File: src/rtl/oaht_pkg.sv
// Shared types and codes for the open addressing hash table core.
// No dependencies; used by every module of the block but oaht_ram.
`default_nettype none
package oaht_pkg;

   localparam int KEY_W     = 64;
   localparam int LEN_W     = 4;
   localparam int DATA_W    = 32;
   localparam int HOME_W    = 16;
   localparam int TSIZE_W   = 11;
   localparam int CSR_IDX_W = 1;
   localparam int CSR_DAT_W = 11;

   localparam logic [CSR_IDX_W-1:0] CSR_TABLE_SIZE = 1'd0;
   localparam logic [CSR_IDX_W-1:0] CSR_PROBE_MODE = 1'd1;

   localparam logic [TSIZE_W-1:0] TSIZE_RESET = 11'd1021;

   localparam logic [1:0] OP_INSERT = 2'd0;
   localparam logic [1:0] OP_LOOKUP = 2'd1;
   localparam logic [1:0] OP_CLEAR  = 2'd2;

   typedef enum logic [2:0] {
      ST_INSERTED  = 3'd0,
      ST_FOUND     = 3'd1,
      ST_NOT_FOUND = 3'd2,
      ST_FULL      = 3'd3,
      ST_CLEARED   = 3'd4
   } status_type;

   typedef struct packed {
      logic [1:0]        op;
      logic [KEY_W-1:0]  key_chars;
      logic [LEN_W-1:0]  key_length;
      logic [DATA_W-1:0] record_data;
   } req_type;

   typedef struct packed {
      logic [2:0]        status;
      logic [9:0]        slot;
      logic [9:0]        home_slot;
      logic [10:0]       probe_count;
      logic [DATA_W-1:0] found_data;
   } rsp_type;

   typedef struct packed {
      logic [1:0]        op;
      logic [KEY_W-1:0]  key;
      logic [LEN_W-1:0]  len;
      logic [HOME_W-1:0] home;
      logic [DATA_W-1:0] data;
   } task_type;

endpackage
`default_nettype wire

File: src/rtl/oaht_front.sv
// Front end: accepts commands, hashes the key and reduces it modulo the size (clear skips both).
// Depends on oaht_pkg.
`default_nettype none
module oaht_front #(
   parameter int TABLE_DEPTH   = 1024,
   parameter int MAX_KEY_CHARS = 8
) (
   input  wire logic                             clock,
   input  wire logic                             reset,
   input  wire logic                             start,
   input  wire oaht_pkg::req_type                req_data,
   output logic                                  fbusy,
   input  wire logic [$clog2(TABLE_DEPTH+1)-1:0] size,
   output logic                                  push,
   output oaht_pkg::task_type                    push_data,
   input  wire logic                             q_full
);
   localparam int SW = $clog2(TABLE_DEPTH + 1);

   typedef enum logic [3:0] {
      F_IDLE = 4'b0001,
      F_HASH = 4'b0010,
      F_MOD  = 4'b0100,
      F_PUSH = 4'b1000
   } fstate_type;

   fstate_type                    state_ff, state_in;
   oaht_pkg::task_type            task_ff, task_in;
   logic [63:0]                   prod_ff, prod_in;
   logic [3:0]                    cnt_ff, cnt_in;
   logic [5:0]                    bit_ff, bit_in;
   logic [SW-1:0]                 rem_ff, rem_in;
   logic [SW:0]                   trial;
   logic [oaht_pkg::LEN_W-1:0]    len_cl;
   logic [oaht_pkg::KEY_W-1:0]    key_m;
   logic [1:0]                    op_n;

   always_comb begin
      len_cl = (req_data.key_length > oaht_pkg::LEN_W'(MAX_KEY_CHARS))
               ? oaht_pkg::LEN_W'(MAX_KEY_CHARS) : req_data.key_length;
      for (int c = 0; c < 8; c++) begin
         key_m[c*8 +: 8] = (oaht_pkg::LEN_W'(c) < len_cl) ? req_data.key_chars[c*8 +: 8]
                                                           : 8'd0;
      end
      if (req_data.op == oaht_pkg::OP_CLEAR || req_data.op == oaht_pkg::OP_INSERT) begin
         op_n = req_data.op;
      end else begin
         op_n = oaht_pkg::OP_LOOKUP;
      end
      trial = {rem_ff, prod_ff[bit_ff]};
   end

   always_comb begin
      state_in = state_ff;
      task_in  = task_ff;
      prod_in  = prod_ff;
      cnt_in   = cnt_ff;
      bit_in   = bit_ff;
      rem_in   = rem_ff;
      push     = 1'b0;
      unique case (state_ff)
         F_IDLE: begin
            if (start) begin
               task_in.op   = op_n;
               task_in.key  = key_m;
               task_in.len  = len_cl;
               task_in.data = req_data.record_data;
               task_in.home = '0;
               prod_in      = 64'd1;
               cnt_in       = '0;
               state_in     = (op_n == oaht_pkg::OP_CLEAR) ? F_PUSH : F_HASH;
            end
         end
         F_HASH: begin
            if (cnt_ff == task_ff.len) begin
               bit_in   = 6'd63;
               rem_in   = '0;
               state_in = F_MOD;
            end else begin
               prod_in = prod_ff * {56'd0, task_ff.key[cnt_ff[2:0]*8 +: 8]};
               cnt_in  = cnt_ff + 4'd1;
            end
         end
         F_MOD: begin
            rem_in = (trial >= {1'b0, size}) ? SW'(trial - {1'b0, size}) : SW'(trial);
            bit_in = bit_ff - 6'd1;
            if (bit_ff == 6'd0) begin
               task_in.home = oaht_pkg::HOME_W'(rem_in);
               state_in     = F_PUSH;
            end
         end
         F_PUSH: begin
            if (!q_full) begin
               push     = 1'b1;
               state_in = F_IDLE;
            end
         end
         default: state_in = F_IDLE;
      endcase
   end

   always_ff @(posedge clock) begin
      if (reset) begin
         state_ff <= F_IDLE;
      end else begin
         state_ff <= state_in;
      end
      task_ff <= task_in;
      prod_ff <= prod_in;
      cnt_ff  <= cnt_in;
      bit_ff  <= bit_in;
      rem_ff  <= rem_in;
   end

   assign fbusy     = (state_ff != F_IDLE);
   assign push_data = task_ff;
endmodule
`default_nettype wire

File: config.mk
export PLATFORM = sky130hd
export DESIGN_NAME = oaht_front
export DESIGN_NICKNAME = d
export VERILOG_FILES = /design/src/rtl/oaht_pkg.sv /design/src/rtl/oaht_front.sv
export SDC_FILE = /design/constraint.sdc
export NUM_CORES = 1
export LEC_CHECK = 0
export BUFFER_PORTS_ARGS = -buffer_cell sky130_fd_sc_hd__buf_2
export CAP_MARGIN = 5
export CORE_ASPECT_RATIO = 0.8
export CORE_MARGIN = 2
export CORE_UTILIZATION = 35
export CTS_CLUSTER_SIZE = 10
export DETAILED_ROUTE_END_ITERATION = 10
export MAX_ROUTING_LAYER = met4
export PLACE_DENSITY = 0.62
export SYNTH_ARGS = -nofsm -noshare
export SYNTH_HDL_FRONTEND = slang
export SYNTH_SLANG_ARGS = --single-unit
File: constraint.sdc
create_clock -name clock -period 12.9 [get_ports clock]
set_clock_uncertainty 0.2 [all_clocks]
set_input_delay 3.225 -clock clock [delete_from_list [all_inputs] [get_ports clock]]
set_output_delay 3.225 -clock clock [all_outputs]
set_load 0.01 [all_outputs]
==> impl_metrics.csv, run 1 <==
group,metric,value,unit
run_status,status,"finished clean",
timing,fin_setup_tns,0,ns
clock_tree,cts_made_buffers,27,
grt,grt_pass1_vias,19000,
timing,report.final.slew_viol_count,0,
die,initial_core_util,35.3,%
die,die-width,295,um
grt,grt_pass1_wl,106000,um
critical_path,crit_required,12.99,ns
clock_tree,post_cts_resized,0,
yosys,syn_area,23700,sq um
place,portBuffers,231,
route,via_count,17400,
timing,setup_viol,0,
critical_path,rrSetupSlack,4.27,ns
final_layout,syn2layout_area_growth,12.7,%
yosys,ys_ff_latch,202,
clock_tree,cts_post_setup_buffers_inserted,0,
yosys,synth-async-reset-ratio,0,%
timing,period_minus_slack,8.63,ns
clock_tree,cts_sinks,202,
route,drtIter0Drc,1216,
clock_tree,clockRootBuffer,"clkbuf_16",
yosys,syn_area_per_cell,10.4,sq um
final_layout,multi_input_area,16100,sq um
final_layout,drive_gt1_share,13.8,%
yosys,ys.flop_type,"edfxtp_1",
timing,timing.final.crit_share,66.9,%
grt,grt-ovfl-total,0,
route,wl_per_cell,19.5,um
route,first_pass_iters,5,
final_layout,antennaDiodeCount,0,
die,num_rows,85,
grt,antenna_found_initial,1,
timing,slew-limit-headroom,8.31,%
route,drtAntennaViolNets,0,
worst_hold_path,worstHoldStart,"rem_ff[5]",
route,routed_wirelength,66300,um
critical_path,crit_type,"reg -> reg",
route,via_per_inst,5.13,
yosys,synth.distinct_cells,66,
job,maxCapViolations,0,
place,dp_hpwl,49300,um
grt,grt_max_degree,69,
die,dieArea,69800,sq um
final_layout,layout_common_cells,"nor2b_1, fa_1, inv_1",
final_layout,nets,3013,
timing,setup_slack,4.27,ns
yosys,yosys.area.top_type_share,29.5,%
clock_tree,cts_tree,"built",
critical_path,cp.arrival,8.71,ns
critical_path,path_cells,"mux4_2 > mux2i_4 > buf_4 > nor2b_1 > fa_1 > fa_1 > inv_1 > fa_1 > fa_1 > inv_1 > ha_1 > o21ai_0 > nor2_1 > o311ai_0 > a21oi_1 > or3_1 > o21ai_2 > o211ai_2 > a311oi_1 > xnor2_1 > nor2_1",
critical_path,worstSetupStartpoint,"cnt_ff[1]",
critical_path,path_common_cell,"fa_1",
route,drcViolationCount,0,
grt,grt_usage,20.1,%
yosys,synthCells,2287,
worst_hold_path,min_path_cells,2,
timing,hold_viol,0,
yosys,ys_seq_area_share,25.5,%
final_layout,regArea,6030,sq um
die,num_io_pins,237,
critical_path,reg2reg_to,"prod_ff[60]",
worst_hold_path,hold_path_class,"reg -> reg",
yosys,synth_enable_flop_cells,198,
clock_tree,htreeDepth,1,
clock_tree,clkLatencyLatePin,0.58,ns
clock_tree,clk_pin_slew_worst_paths,0.06,ns
yosys,synth_top_cell_by_area,"fa_1",
yosys,ys_warn_count,0,
critical_path,regToRegStartpoint,"cnt_ff[1]",
timing,rsz0062_at_grt,"false",
critical_path,critPathMaxStageDelay,1.10,ns
clock_tree,hold_buffers,0,
timing,fmax,116,MHz
place,dp_slack,4.45,ns
place,gp_congestion,0.962,
clock_tree,cts.path.max_buffers,3,
die,core,67100,sq um
worst_hold_path,hold-path-endpoint,"rem_ff[6]",
die,dieHeight,237,um
yosys,synth.area.top_cells,"fa_1, edfxtp_1, nor2b_1",
timing,worstMarginPinSlew,1.36,ns
critical_path,startpoint_type,"flip-flop",
final_layout,fill_cells,6605,
final_layout,fin_util,39.8,%
timing,timing.hold.ws,0.437,ns
critical_path,ff2ff_path_depth,21,
critical_path,critPathMaxFanout,37,
critical_path,crit_path_end_kind,"flip-flop",
critical_path,worst_path_max_delay_cell,"o311ai_0",
final_layout,mostFrequentLayoutCell,"nor2b_1",
==> sequential cells by signal, summed over array words and instances (netlist names) <==
name / count
bit_ff: 6
cnt_ff: 4
prod_ff: 64
push_data: 113
rem_ff: 11
state_ff: 4
==> layout make-up <==
type / count / share of cell area (%)
clock inverter: 9 / 0.619
multi-input combinational: 1664 / 60.5
clock buffer: 41 / 2.73
inverter: 319 / 4.49
timing repair buffer: 248 / 4.81
tap: 913 / 4.28
sequential: 202 / 22.6
==> cell families (layout without fill, tap and decap cells) <==
group                    Yosys count  in the layout  synth area share (%)
AO/OA/AOI/OAI                    257            257                  6.93
XOR/XNOR                          78             78                  2.89
adder cells (fa/ha/maj)          434            434                  34.0
buffers and inverters            425            617                  6.84
flip-flops                       202            202                  25.5
multiplexers                      56             56                  4.33
other                              1              5                0.0158
AND/OR/NAND/NOR                  834            834                  19.5
==> worst max-delay path, delay by kind of cell, from the launching register on <==
family	cells	cell delay (ns)
mux	2	1.21
compound gates	6	2.23
fa+ha+maj	5	2.17
buf+inv	3	0.69
simple gates	4	0.75
xor+xnor	1	0.16
flops	1	0.86
==> synthesized netlist by cell type (all sizes together) (12+ instances only) <==
| library cell | number |
|---|---|
| a21o | 34 |
| a21oi | 95 |
| and2 | 80 |
| buf | 15 |
| clkbuf | 91 |
| edfxtp | 198 |
| fa | 349 |
| ha | 85 |
| inv | 319 |
| mux2i | 17 |
| mux4 | 37 |
| nand2 | 124 |
| nand2b | 39 |
| nand3 | 13 |
| nand4 | 22 |
| nor2 | 113 |
| nor2b | 397 |
| nor3 | 20 |
| o21a | 12 |
| o21ai | 43 |
| o21bai | 17 |
| xnor2 | 51 |
| xor2 | 27 |
==> how the worst max path moves through the flow <==
stage / endpoint / slack (ns) / depth (start not counted)
3_5_place_dp: prod_ff[56] / 4.45 / 21
6_report: prod_ff[60] / 4.27 / 21
2_1_floorplan: cnt_ff[0] / 4.22 / 2
4_1_cts: prod_ff[56] / 4.40 / 21
5_1_grt: prod_ff[60] / 3.98 / 21
3_3_place_gp: prod_ff[56] / 4.53 / 20
==> routing by layer <==
layer	wire [um]	part of all wire, %	track usage (%)	up-vias
li1	-	-	-	7697
met1	28700	43	26.9	8943
met2	31100	47	32.0	684
met5	0	0	-	-
met4	1920	2.9	5.44	0
met3	4510	6.8	2.74	92
==> through the flow <==
| stage | area (sq um) | cells |
|---|---|---|
| finish | 26700 | 3396 |
| global route | 26700 | 3396 |
| CTS | 26700 | 3396 |
| detailed placement | 25800 | 3346 |
| global placement | 25800 | 3346 |
| floorplan | 23700 | 2291 |
Power of run 1 is left out: the tool's default activity adds up to more than one toggle a clock period on the data nets, which glitch-free logic cannot reach.
==> run 2, diff against run 1 <==
- PLACE_DENSITY: 0.62 -> 0.64
- clock period: 12.9 -> 7.4 ns (I/O delays scaled with it)
==> impl_metrics.csv, run 2 (synthesis gave the netlist of run 1 again) <==
group,metric,value,unit
final_layout,stdcell_area,27400,sq um
grt,antenna_found_initial,0,
clock_tree,cts_made_buffers,26,
critical_path,cp.arrival,7.36,ns
worst_hold_path,hold_path_class,"reg -> reg",
route,first_pass_iters,5,
timing,timing.final.crit_share,98.4,%
die,core,67100,sq um
timing,worstMarginPinSlew,1.06,ns
job,maxCapViolations,0,
clock_tree,cts_sinks,202,
die,initial_core_util,35.3,%
grt,grt_pass1_vias,18700,
timing,fin_setup_tns,0,ns
place,dpl_cell_area,26200,sq um
final_layout,mostFrequentLayoutCell,"nor2b_1",
timing,hold_viol,0,
clock_tree,clkLatencyLatePin,0.56,ns
final_layout,nets,3071,
run_status,status,"finished clean",
clock_tree,clk_pin_slew_worst_paths,0.06,ns
grt,grt_usage,20.0,%
die,die-width,295,um
place,gp_congestion,0.959,
place,portBuffers,231,
timing,setup_slack,0.116,ns
clock_tree,cts_tree,"built",
route,drtAntennaViolNets,0,
critical_path,rrSetupSlack,0.12,ns
grt,grt-ovfl-total,0,
grt,grt_max_degree,71,
die,dieHeight,237,um
critical_path,crit_required,7.48,ns
final_layout,antennaDiodeCount,0,
place,dp_hpwl,52400,um
timing,fmax,137,MHz
grt,grt_pass1_wl,105000,um
critical_path,crit_path_end_kind,"flip-flop",
clock_tree,htreeDepth,1,
timing,slew-limit-headroom,29.4,%
route,wl_per_cell,19.4,um
route,drcViolationCount,0,
timing,period_minus_slack,7.28,ns
route,routed_wirelength,67000,um
timing,report.final.slew_viol_count,0,
final_layout,largest_reg_flops,113,
final_layout,syn2layout_area_growth,15.7,%
final_layout,drive_gt1_share,16.4,%
critical_path,critPathMaxFanout,10,
die,dieArea,69800,sq um
clock_tree,cts.path.max_buffers,3,
die,num_io_pins,237,
final_layout,fin_util,40.8,%
final_layout,layout_common_cells,"nor2b_1, fa_1, inv_1",
critical_path,crit_type,"reg -> reg",
die,num_rows,85,
route,via_count,17400,
timing,setup_viol,0,
clock_tree,clockRootBuffer,"clkbuf_16",
critical_path,startpoint_type,"flip-flop",
critical_path,ff2ff_path_depth,23,
route,drtIter0Drc,1120,
place,dp_slack,-0.0484,ns
worst_hold_path,min_path_cells,2,
route,via_per_inst,5.04,
[run 2: cell types whose count changed in the layout (fill, tap and decap cells not counted), sizes merged]
cell,previous run,this run
buf,248,303
bufinv,4,2
clkbuf,41,39
clkinv,2,7
clkinvlp,1,0
inv,321,319
[run 2: metrics by stage]
stage | std cells | hold WS, ns
5_1_grt | 3449 | 0.470
2_1_floorplan | 2291 | 0.333
6_report | 3449 | 0.429
3_5_place_dp | 3392 | 0.407
3_3_place_gp | 3392 | 0.385
4_1_cts | 3436 | 0.420
[run 2: worst max-delay path, stage by stage, from the launching register on]
cell and delay (ns):
edfxtp_1 0.32, buf_4 0.15, clkbuf_16 0.18, mux4_2 0.53, mux2i_4 0.28, buf_6 0.19
buf_12 0.12, buf_4 0.15, nor2b_1 0.07, fa_1 0.53, fa_1 0.46, fa_1 0.56
fa_1 0.43, ha_2 0.47, a21oi_1 0.13, o21bai_1 0.31, a21oi_1 0.20, nand2_1 0.16
nor3_1 0.08, o21a_2 0.19, or4b_4 0.61, a2111oi_4 0.47, o21a_1 0.17, nor3_2 0.04
[run 2: final timing paths]
check | from | to
worst min-delay path | state_ff[3] | state_ff[3]
worst max-delay path | cnt_ff[0] | prod_ff[63]
worst min register to register | state_ff[3] | state_ff[3]
worst max register to register | cnt_ff[0] | prod_ff[63]
[run 2: timing repair]
action	4_1_cts	5_1_grt
gates resized for setup	5	19
pin swaps	0	6
endpoints found under the setup margin	6	18
setup buffers	0	9
gates cloned	0	4
endpoints found under the hold margin	0	0
hold buffers	0	0
[run 2: area by class of cell]
cell class,count,area [sq um]
sequential,202,6030
clock inverter,9,100
inverter,319,1200
multi-input combinational,1664,16300
fill,6522,39700
timing repair buffer,307,1940
clock buffer,35,714
tap,913,1140
[run 2: routing by layer]
metal / share of wire, % / global-route usage, % / up-vias
li1: - / - / 7797
met1: 42 / 25.8 / 8858
met2: 47 / 31.8 / 643
met3: 7.9 / 4.24 / 80
met4: 2.8 / 5.58 / 0
met5: 0 / - / -
Power of run 2 is left out for the same reason.
