[config.mk]
export PLATFORM = sky130hd
export DESIGN_NAME = oaht_queue
export DESIGN_NICKNAME = d
export VERILOG_FILES = /design/src/rtl/oaht_pkg.sv /design/src/rtl/oaht_queue.sv
export SDC_FILE = /design/constraint.sdc
export NUM_CORES = 1
export LEC_CHECK = 0
export ABC_AREA = 1
export BUFFER_PORTS_ARGS = -buffer_cell sky130_fd_sc_hd__buf_2
export CAP_MARGIN = 10
export CORE_ASPECT_RATIO = 1.5
export CORE_MARGIN = 2
export CORE_UTILIZATION = 30
export CTS_CLUSTER_DIAMETER = 80
export DETAILED_ROUTE_END_ITERATION = 8
export GPL_ROUTABILITY_DRIVEN = 0
export PLACE_DENSITY = 0.51
export SLEW_MARGIN = 20
export SYNTH_ARGS = -nofsm -noshare
export SYNTH_HDL_FRONTEND = slang
export SYNTH_SLANG_ARGS = --single-unit
export TNS_END_PERCENT = 10
[constraint.sdc]
create_clock -name clock -period 7.9 [get_ports clock]
set_clock_uncertainty 0.2 [all_clocks]
set_input_delay 0.395 -clock clock [delete_from_list [all_inputs] [get_ports clock]]
set_output_delay 0.395 -clock clock [all_outputs]
set_load 0.005 [all_outputs]
[src/rtl/oaht_pkg.sv]
// Shared types and codes for the open addressing hash table core.
// No dependencies; used by every module of the block but oaht_ram.
`default_nettype none
package oaht_pkg;

   localparam int KEY_W     = 64;
   localparam int LEN_W     = 4;
   localparam int DATA_W    = 32;
   localparam int HOME_W    = 16;
   localparam int TSIZE_W   = 11;
   localparam int CSR_IDX_W = 1;
   localparam int CSR_DAT_W = 11;

   localparam logic [CSR_IDX_W-1:0] CSR_TABLE_SIZE = 1'd0;
   localparam logic [CSR_IDX_W-1:0] CSR_PROBE_MODE = 1'd1;

   localparam logic [TSIZE_W-1:0] TSIZE_RESET = 11'd1021;

   localparam logic [1:0] OP_INSERT = 2'd0;
   localparam logic [1:0] OP_LOOKUP = 2'd1;
   localparam logic [1:0] OP_CLEAR  = 2'd2;

   typedef enum logic [2:0] {
      ST_INSERTED  = 3'd0,
      ST_FOUND     = 3'd1,
      ST_NOT_FOUND = 3'd2,
      ST_FULL      = 3'd3,
      ST_CLEARED   = 3'd4
   } status_type;

   typedef struct packed {
      logic [1:0]        op;
      logic [KEY_W-1:0]  key_chars;
      logic [LEN_W-1:0]  key_length;
      logic [DATA_W-1:0] record_data;
   } req_type;

   typedef struct packed {
      logic [2:0]        status;
      logic [9:0]        slot;
      logic [9:0]        home_slot;
      logic [10:0]       probe_count;
      logic [DATA_W-1:0] found_data;
   } rsp_type;

   typedef struct packed {
      logic [1:0]        op;
      logic [KEY_W-1:0]  key;
      logic [LEN_W-1:0]  len;
      logic [HOME_W-1:0] home;
      logic [DATA_W-1:0] data;
   } task_type;

endpackage
`default_nettype wire

[src/rtl/oaht_queue.sv]
// Two-entry queue of classified commands between front and back end.
// Depends on oaht_pkg.
`default_nettype none
module oaht_queue (
   input  wire logic               clock,
   input  wire logic               reset,
   input  wire logic               push,
   input  wire oaht_pkg::task_type push_data,
   output logic                    q_full,
   input  wire logic               pop,
   output oaht_pkg::task_type      pop_data,
   output logic                    q_empty
);
   oaht_pkg::task_type entry_ff [2];
   logic       wp_ff, rp_ff;
   logic [1:0] cnt_ff;

   always_ff @(posedge clock) begin
      if (reset) begin
         wp_ff  <= 1'b0;
         rp_ff  <= 1'b0;
         cnt_ff <= 2'd0;
      end else begin
         if (push) begin
            wp_ff <= ~wp_ff;
         end
         if (pop) begin
            rp_ff <= ~rp_ff;
         end
         cnt_ff <= cnt_ff + {1'b0, push} - {1'b0, pop};
      end
      if (push) begin
         entry_ff[wp_ff] <= push_data;
      end
   end

   assign q_full   = (cnt_ff == 2'd2);
   assign q_empty  = (cnt_ff == 2'd0);
   assign pop_data = entry_ff[rp_ff];
endmodule
`default_nettype wire

==> out/results.tsv, run 1 <==
metric	value	unit
status	complete, no violations	
initial antenna violation count	0	
Critical Path AT	2660	ps
Chip Height	213.8	um
setup tns final	0	ps
htree depth	1	
Pwr Density	228.7	mW/mm^2
Antenna Diode Count	0	
Buf/Inv on CP	2	
met1 Resource Use GR	11.75	%
Initial Util	30.56	%
Critical Path RT	7300	ps
layout cells sized above 1	49.62	%
RSZ-0062 raised after global routing	no	
CP Capture Type	output pin	
VDD IR max	143.4	uV
fin nets	903	
worst hold-check path type	flop to flop	
synthesized area per cell	22.12	um^2
most frequent cells in the layout	buf_2, edfxtp_1, dlygate4sd3_1, mux2_2, clkbuf_16	
Setup Viol. Count Final	0	
Crit path max-delay family	buffers and inverters	
Cells after Synth	398	
overall power	2.837	mW
FF+latch count, synth	241	
Core Region	0.02881	mm^2
commonest non-fill, non-tap cell in the layout	buf_2	
drt drc	0	
Root Driver	clkbuf_16	
drt wl/cell	15.70	um
TritonCTS clock tree	done	
Via density	4.213	
r2r startpoint	wp_ff	
slowest stage cell, crit path	dfxtp_4	
Ys Warns	0	
syn nets	522	
met3 Use GR	2.769	%
Tmin final	3251	ps
final core occ	43.06	%
final wirelength	18620	um
via count	4997	
crit path kind	flop to output pin	
Initial DRC Count	181	
I/O Pins	242	
grt total ovfl	0	
Peak Freq	0.3076	GHz
M2 GR Usage	23.28	%
count of different cell masters after synthesis	14	
Syn Std Cell Area	0.008805	mm^2
static leakage	4.692	nW
I/O Buffers	241	
CP Max Fanout	75	
Slew @ Worst Pin	862.3	ps
HP Start	wp_ff	
Final ANT Viol Nets	0	
Final Slew Violations	0	
dpl hpwl	11750	um
vias in the first global route	5636	
clock buffer depth	3	
row cnt	76	
CTS Buf Count	24	
Die Area	0.03076	mm^2
setup ws final	4649	ps
Hold Vio Cnt, Final	0	
Most Crowded Layer GR	met2	
CP Cell Sequence	buf_6 -> mux2_2 -> buf_2	
Worst-Skew Late Latency	510	ps
die width	143.9	um
Layout area overhead	40.90	%
Slew HR	42.52	%
first-pass GRT wire length	28260	um
Min Hold Slack	342.4	ps
Startpoint Class	flop	
Clk pin slew, worst setup/hold paths	60	ps
Seq/Total Area, Yosys	81.63	%
max_cap viols	0	
CTS Sinks	241	
1st-pass router iterations	4	
DP Worst Slack	4893	ps
Crit path largest cell delay	740	ps
Final period util	41.15	%
total global-route track usage	11.78	%
largest net degree at the start of global routing	77	
worst reg2reg max path, delay by kind of cell (launching register included):
family | cells | cell delay (ps)
buffers and inverters | 3 | 1270
flip-flops | 1 | 390
AND/OR/NAND/NOR | 1 | 110
path summary, 6_finish.rpt:
path,end,slack (ps),cells past startpoint
hold reg to reg,wp_ff,340,2
setup reg to reg,entry_ff[1][87],5550,4
hold / removal,wp_ff,340,2
setup / recovery,pop_data[45],4650,3
metal layers:
layer	wire (um)	vias to the layer above
li1	-	2326
met2	10220	162
met4	489	0
met1	6712	2481
met5	0	-
met3	1199	28
synth_stat cells (all sizes together):
cell type | number | share of area (%)
nor2 | 8 | 0.34
mux2 | 118 | 16
ha | 2 | 0.28
nor3 | 1 | 0.057
dfxtp | 5 | 1.1
inv | 8 | 0.34
edfxtp | 236 | 80
buf | 13 | 1.0
xnor2 | 1 | 0.099
nand2 | 4 | 0.17
nand3 | 1 | 0.057
a21oi | 1 | 0.057
layout make-up:
type	instances	area [um^2]
Tap cell	390	488.0
Clock buffer	32	651.9
Sequential cell	241	7191
Fill cell	2621	16410
Clock inverter	11	45.04
Multi-Input combinational cell	136	1505
Timing Repair Buffer	368	2492
Inverter	8	32.53
metrics by stage:
step | std cells | instance area [um^2]
after detailed placement | 1020 | 10450
after global placement | 1020 | 10450
final | 1186 | 12410
after global routing | 1186 | 12410
after floorplan | 398 | 8805
after CTS | 1185 | 12370
power by group:
group / total [mW] / internal (mW) / switching, mW
Clock: 1.02 / 0.575 / 0.443
Sequential: 1.51 / 1.48 / 0.0245
Combinational: 0.313 / 0.179 / 0.135
Total: 2.84 / 2.24 / 0.602
cell families (layout without fill, tap and decap cells):
logic type / count (synthesis) / in the layout / share of synthesized area (%)
flops: 241 / 241 / 81.63
mux: 118 / 118 / 15.94
buf+inv: 21 / 419 / 1.364
simple gates: 14 / 14 / 0.6251
fa+ha+maj: 2 / 2 / 0.2842
compound gates: 1 / 1 / 0.05679
xor+xnor: 1 / 1 / 0.09949
flip-flops by register name, summed over array words and instances (netlist names), named ones only:
register and count:
rp_ff 1, cnt_ff 2, entry_ff 236, wp_ff 1
what timing repair did:
item / CTS / global route
hold buffers: 122 / 0
resized for setup: 0 / 0
setup buffers: 0 / 0
endpoints found under the hold margin: 241 / 0
endpoints found under the setup margin: 0 / 0
Power figures use the tool's default switching activity.
==> run 2: changes to the inputs <==
--- a/config.mk
+++ b/config.mk
@@ -14,7 +14,7 @@
 export CTS_CLUSTER_DIAMETER = 80
 export DETAILED_ROUTE_END_ITERATION = 8
 export GPL_ROUTABILITY_DRIVEN = 0
-export PLACE_DENSITY = 0.51
+export PLACE_DENSITY = 0.52
 export SLEW_MARGIN = 20
 export SYNTH_ARGS = -nofsm -noshare
 export SYNTH_HDL_FRONTEND = slang
==> constraint.sdc (replaced) <==
create_clock -name clock -period 2.8 [get_ports clock]
set_clock_uncertainty 0.2 [all_clocks]
set_input_delay 0.14 -clock clock [delete_from_list [all_inputs] [get_ports clock]]
set_output_delay 0.14 -clock clock [all_outputs]
set_load 0.005 [all_outputs]
==> run 2 against run 1 <==
Against the previous run:
- sequential share of layout area shrank 0.51 points
- register-to-register slack lost 4300 ps
- cell area grew 0.89%
- setup slack got worse by 4000 ps
- via count increased by 1.0%
- sequential power increased to 2.8 times the previous value
- die area did not move
- total power grew to 2.9 times the previous value
- hold slack lost 200 ps
- clock power grew to 3.0 times the previous value
- critical path type unchanged
- largest power group unchanged
==> out/results.tsv, run 2 (synthesis gave the netlist of run 1 again) <==
metric	value	unit	change
status	complete, no violations		
grt total ovfl	0		unchanged
HP Start	push_data[83]		
Root Driver	clkbuf_16		
vias in the first global route	5619		-0.30%
fillers	2566		-2.1%
Int Power	6.503	mW	+190%
Final ANT Viol Nets	0		unchanged
Clock Power Share	37.4	%	+1.5 points
row cnt	76		unchanged
Setup Viol. Count Final	0		unchanged
fraction of power spent switching nets	20.91	%	-0.31 points
post-route insts no fill	1186		unchanged
r2r startpoint	cnt_ff[0]		
Initial DRC Count	170		-6.1%
Layout area overhead	42.15	%	
clock buffer depth	3		unchanged
final core occ	43.44	%	+0.38 points
most frequent cells in the layout	buf_2, edfxtp_1, dlygate4sd3_1, mux2_2, clkbuf_16		
Biggest register	entry_ff		
fin nets	904		+0.11%
Critical Path AT	1800	ps	-860 ps
CP Capture Type	output pin		
Slew HR	72.34	%	+30 points
Die Area	0.03076	mm^2	unchanged
Pwr Density	656.9	mW/mm^2	+190%
Final period util	76.31	%	
I/O Buffers	241		unchanged
commonest non-fill, non-tap cell in the layout	buf_2		
via count	5048		+1.0%
drt drc	0		unchanged
1st-pass router iterations	4		unchanged
Startpoint Class	flop		
crit path kind	flop to output pin		
final wirelength	18300	um	-1.7%
Min Hold Slack	146.4	ps	-196.0 ps
Final Slew Violations	0		unchanged
first-pass GRT wire length	27610	um	-2.3%
VDD IR max	541.1	uV	+280%
static leakage	4.740	nW	+1.0%
Largest register FFs	236		unchanged
Antenna Diode Count	0		unchanged
Chip Height	213.8	um	unchanged
drt wl/cell	15.43	um	-1.7%
buffer count from post-CTS setup fixing	0		unchanged
Slew @ Worst Pin	415.0	ps	-447.3 ps
setup ws final	663.4	ps	-3986 ps
Initial Util	30.56	%	unchanged
CP Max Fanout	63		-16%
dpl hpwl	11970	um	+1.9%
Sequential Power Share	51.4	%	-1.7 points
I/O Pins	242		unchanged
layout cells sized above 1	50.25	%	+0.63 points
CTS Sinks	241		unchanged
Core Region	0.02881	mm^2	unchanged
Psw	1.719	mW	+190%
Worst-Skew Late Latency	520	ps	about the same
RSZ-0062 raised after global routing	no		
Via density	4.256		+1.0%
placed instance count	1022		+0.20%
Clk pin slew, worst setup/hold paths	60	ps	about the same
combinational share of power	11.2	%	+0.2 points
largest net degree at the start of global routing	65		-16%
Hold Vio Cnt, Final	0		unchanged
die width	143.9	um	unchanged
worst hold-check path type	input port to flop		
biggest regs	entry_ff: 236 flops, cnt_ff: 2 flops		
Critical Path RT	2460	ps	-4840 ps
htree depth	1		unchanged
Tmin final	2137	ps	
Peak Freq	0.4680	GHz	
TritonCTS clock tree	done		
max_cap viols	0		unchanged
total global-route track usage	11.55	%	-0.23 points
initial antenna violation count	0		unchanged
DP Worst Slack	1211	ps	-3681 ps
CTS Buf Count	24		unchanged
run 2: power by group through the flow:
stage	Sequential, mW	Clock (mW)	Combinational (mW)
after global routing	4.24	3.33	1.01
after global placement	4.29	0	0.781
after CTS	4.23	3.19	0.941
after detailed placement	4.30	0	0.799
after floorplan	4.30	0	0.418
final	4.23	3.08	0.920
run 2: worst max-delay path: stages, from the launching register on:
cell     delay, ps
dfxtp_4        370
buf_12         270
mux2_2         410
buf_2          140
run 2: per-stage QoR:
stage                     power [mW]  cell area, um^2  TNS, ps
after global placement         5.074            10540        0
after global routing           8.576            12520        0
after detailed placement       5.103            10540        0
after floorplan                4.715             8812   -72230
final                          8.222            12520        0
after CTS                      8.358            12520        0
run 2: final timing paths:
| path | depth (start not counted) | endpoint | slack [ps] |
|---|---|---|---|
| setup reg to reg | 8 | cnt_ff[1] | 1260 |
| setup / recovery | 3 | pop_data[18] | 660 |
| hold / removal | 2 | entry_ff[1][83] | 150 |
| hold reg to reg | 2 | rp_ff | 330 |
run 2: repair_timing:
action                     4_1_cts  5_1_grt
hold buffers                   122        0
resized for setup                0        0
setup endpoints to repair        0        0
hold endpoints to repair       241        0
run 2: area by class of cell:
class	count	area (um^2)	area share (%)
sequential	241	7191	57.45
timing repair buffer	369	2547	20.35
clock buffer	30	644.4	5.148
tap	390	488.0	3.899
multi-input combinational	136	1505	12.03
inverter	8	32.53	0.2599
clock inverter	12	107.6	0.8597
run 2: metal layers:
layer  track usage, %  wire, um  up-vias
met5                0         0        -
met4            5.477       664        0
met3            3.037      1178       42
met2            22.46     10170      166
met1            11.06      6293     2505
li1                 -         -     2335
==> run 3: changes to the inputs <==
--- a/config.mk
+++ b/config.mk
@@ -5,7 +5,7 @@
 export SDC_FILE = /design/constraint.sdc
 export NUM_CORES = 1
 export LEC_CHECK = 0
-export ABC_AREA = 1
+export ABC_AREA = 0
 export BUFFER_PORTS_ARGS = -buffer_cell sky130_fd_sc_hd__buf_2
 export CAP_MARGIN = 10
 export CORE_ASPECT_RATIO = 1.5
@@ -14,7 +14,7 @@
 export CTS_CLUSTER_DIAMETER = 80
 export DETAILED_ROUTE_END_ITERATION = 8
 export GPL_ROUTABILITY_DRIVEN = 0
-export PLACE_DENSITY = 0.52
+export PLACE_DENSITY = 0.51
 export SLEW_MARGIN = 20
 export SYNTH_ARGS = -nofsm -noshare
 export SYNTH_HDL_FRONTEND = slang
==> constraint.sdc (replaced) <==
create_clock -name clock -period 2.1 [get_ports clock]
set_clock_uncertainty 0.2 [all_clocks]
set_input_delay 0.105 -clock clock [delete_from_list [all_inputs] [get_ports clock]]
set_output_delay 0.105 -clock clock [all_outputs]
set_load 0.005 [all_outputs]
==> run 3 against run 2 <==
Against the previous run:
- synthesized cell count shrank 2.5%
- clock power is 24% higher
- hold slack worse by 33 ps
- sequential power grew 35%
- setup slack worse by 630 ps
- combinational power is 47% higher
- first-iteration DRC count shrank 29%
- flip-flop and latch count is the same
- final cell count is 0.42% lower
- cell area is 0.33% higher
- global-route usage up 0.24 points
- critical path type unchanged
- critical endpoint is now pop_data[43]
==> out/results.tsv, run 3 <==
metric	value	unit	change
Critical Path AT	1760	ps	-40 ps
fraction of power spent switching nets	21.31	%	+0.40 points
largest net degree at the start of global routing	66		+1.5%
htree depth	1		unchanged
Pwr Density	864.9	mW/mm^2	+32%
commonest non-fill, non-tap cell in the layout	buf_2		
dpl hpwl	12030	um	+0.46%
Ys Warns	0		unchanged
worst hold-check path type	input port to flop		
Seq/Total Area, Yosys	81.70	%	about the same
Syn Std Cell Area	0.008797	mm^2	about the same
drt drc	0		unchanged
biggest regs	entry_ff: 236 flops, cnt_ff: 2 flops		
ranking of synthesized cells by area	edfxtp_1, mux2_2, mux2_4		
1st-pass router iterations	4		unchanged
Psw	2.314	mW	+35%
layout cells sized above 1	51.39	%	+1.1 points
Synth top area share	80.56	%	about the same
Final Slew Violations	0		unchanged
die width	143.8	um	about the same
via count	4912		-2.7%
setup ws final	34.03	ps	-629.4 ps
I/O Pins	242		unchanged
CP Max Fanout	30		-52%
hold depth	2		unchanged
Largest register FFs	236		unchanged
Crit path depth	3		unchanged
combinational share of power	12.4	%	+1.2 points
TritonCTS clock tree	done		
FF+latch count, synth	241		unchanged
Via density	4.159		-2.3%
row cnt	76		unchanged
Crit path max-delay family	flip-flops		
total global-route track usage	11.79	%	+0.24 points
CTS Sinks	241		unchanged
most frequent cell after synthesis	edfxtp_1		
Startpoint Class	flop		
max_cap viols	0		unchanged
final wirelength	18730	um	+2.4%
clock buffer depth	3		unchanged
Worst-Skew Late Latency	510	ps	about the same
number of flops mapped to enable cells by yosys	236		unchanged
overall power	10.86	mW	+32%
Initial Util	30.53	%	about the same
Commonest cells post-synth	edfxtp_1, mux2_2, mux2_4		
RSZ-0062 raised after global routing	yes		
CP Capture Type	output pin		
fin nets	899		-0.55%
Yosys top cell by area	edfxtp_1		
most frequent cells in the layout	buf_2, edfxtp_1, dlygate4sd3_1, mux2_2, clkbuf_16		
Worst Reg-to-Reg Cells	2		-6
static leakage	4.744	nW	about the same
DP Worst Slack	523.5	ps	-687.7 ps
fin area	0.01256	mm^2	+0.33%
Root Driver	clkbuf_16		
status	complete, no violations		
DP Area	0.01059	mm^2	+0.46%
initial antenna violation count	1		+1
Final ANT Viol Nets	0		unchanged
Int Power	8.546	mW	+31%
slowest stage cell, crit path	dfxtp_4		
Tmin final	2066	ps	
flop2flop setup slack	610	ps	-650 ps
Min Hold Slack	113.6	ps	-32.80 ps
Final period util	98.38	%	
Peak Freq	0.4840	GHz	
CP Cell Sequence	buf_12 -> mux2_2 -> buf_2		
Clk pin slew, worst setup/hold paths	60	ps	about the same
first-pass GRT wire length	28040	um	+1.5%
Slew @ Worst Pin	425.4	ps	+10.40 ps
grt total ovfl	0		unchanged
Chip Height	213.7	um	about the same
Hold Vio Cnt, Final	0		unchanged
Critical Path RT	1790	ps	-670 ps
Clock Power Share	35.1	%	-2.3 points
I/O Buffers	241		unchanged
Sequential Power Share	52.4	%	+1.0 points
Setup Viol. Count Final	0		unchanged
crit path kind	flop to output pin		
Die Area	0.03074	mm^2	about the same
drt wl/cell	15.86	um	+2.8%
VDD IR max	652.9	uV	+21%
Core Region	0.02881	mm^2	unchanged
Slew HR	71.64	%	-0.69 points
Layout area overhead	42.74	%	
Post-synth ARST share	0	%	unchanged
count of different cell masters after synthesis	13		-1
Initial DRC Count	121		-29%
Post-synth top flop	edfxtp_1		
Cells after Synth	388		-2.5%
syn nets	512		-1.9%
synthesized area per cell	22.67	um^2	+2.5%
vias in the first global route	5516		-1.8%
Biggest register	entry_ff		
CTS Buf Count	22		-8.3%
Crit path largest cell delay	480	ps	+70 ps
Buf/Inv on CP	2		unchanged
## run 3: changes by cell type in the layout (fill, tap and decap cells not counted), moves of 2 or more
cell	previous run	this run
buf_12	6	8
buf_4	0	2
buf_6	0	3
clkinv_1	5	3
inv_1	7	2
mux2_2	98	96
mux2_4	20	22
nand2_1	4	0
nor2_1	7	5
nor2b_1	0	2
## run 3: what timing repair did
action | 4_1_cts | 5_1_grt
gates resized for setup | 3 | 2
gates cloned | 0 | 1
endpoints found under the hold margin | 241 | 0
endpoints found under the setup margin | 62 | 93
buffers inserted | 0 | 2
hold buffers | 122 | 0
## run 3: power groups by stage
stage               registers [mW]  clock network [mW]  logic [mW]
CTS                           5.70                3.96        1.36
global placement              5.78                   0        1.14
detailed placement            5.80                   0        1.16
finish                        5.69                3.82        1.35
floorplan                     5.78                   0       0.602
global route                  5.72                4.15        1.48
## run 3: area by class of cell
class | count | area, um^2
tap | 390 | 488.0
clock inverter | 9 | 68.82
timing repair buffer | 376 | 2656
sequential | 241 | 7192
multi-input combinational | 132 | 1530
clock buffer | 30 | 611.8
fill | 2599 | 16260
inverter | 2 | 7.507
antenna | 1 | 2.502
## run 3: logic make-up (layout without fill, tap and decap cells)
kind of cell,after synthesis,in the layout,share of synthesized area (%)
buffers and inverters,15,417,1.109
AND/OR/NAND/NOR,9,9,0.4979
flip-flops,241,241,81.70
adder cells (fa/ha/maj),2,2,0.2844
multiplexers,118,118,15.96
XOR/XNOR,3,3,0.4551
other,0,1,0
## run 3: path summary, 6_finish.rpt
check,from,endpoint
setup / recovery,flop,pop_data[43]
hold / removal,push_data[48],entry_ff[0][48]
setup reg to reg,wp_ff,entry_ff[0][94]
hold reg to reg,rp_ff,rp_ff
## run 3: routing by layer
metal	global-route usage (%)	up-vias	wire, um
met5	0	-	0
met1	11.60	2386	6518
met4	4.868	0	564
met2	22.89	167	10360
met3	3.171	40	1291
li1	-	2319	-
## run 3: through the flow
step	util (%)	setup TNS, ps	std cells
floorplan	-	-114040	388
global route	43.57	-1291	1180
global placement	36.76	0	1016
CTS	43.40	-1035	1177
detailed placement	36.76	0	1016
finish	43.58	0	1181
## run 3: worst reg2reg max path, delay by kind of cell, from the launching register on
kind	cells	cell delay, ps
AND/OR/NAND/NOR	1	170
buffers and inverters	1	320
flip-flops	1	340
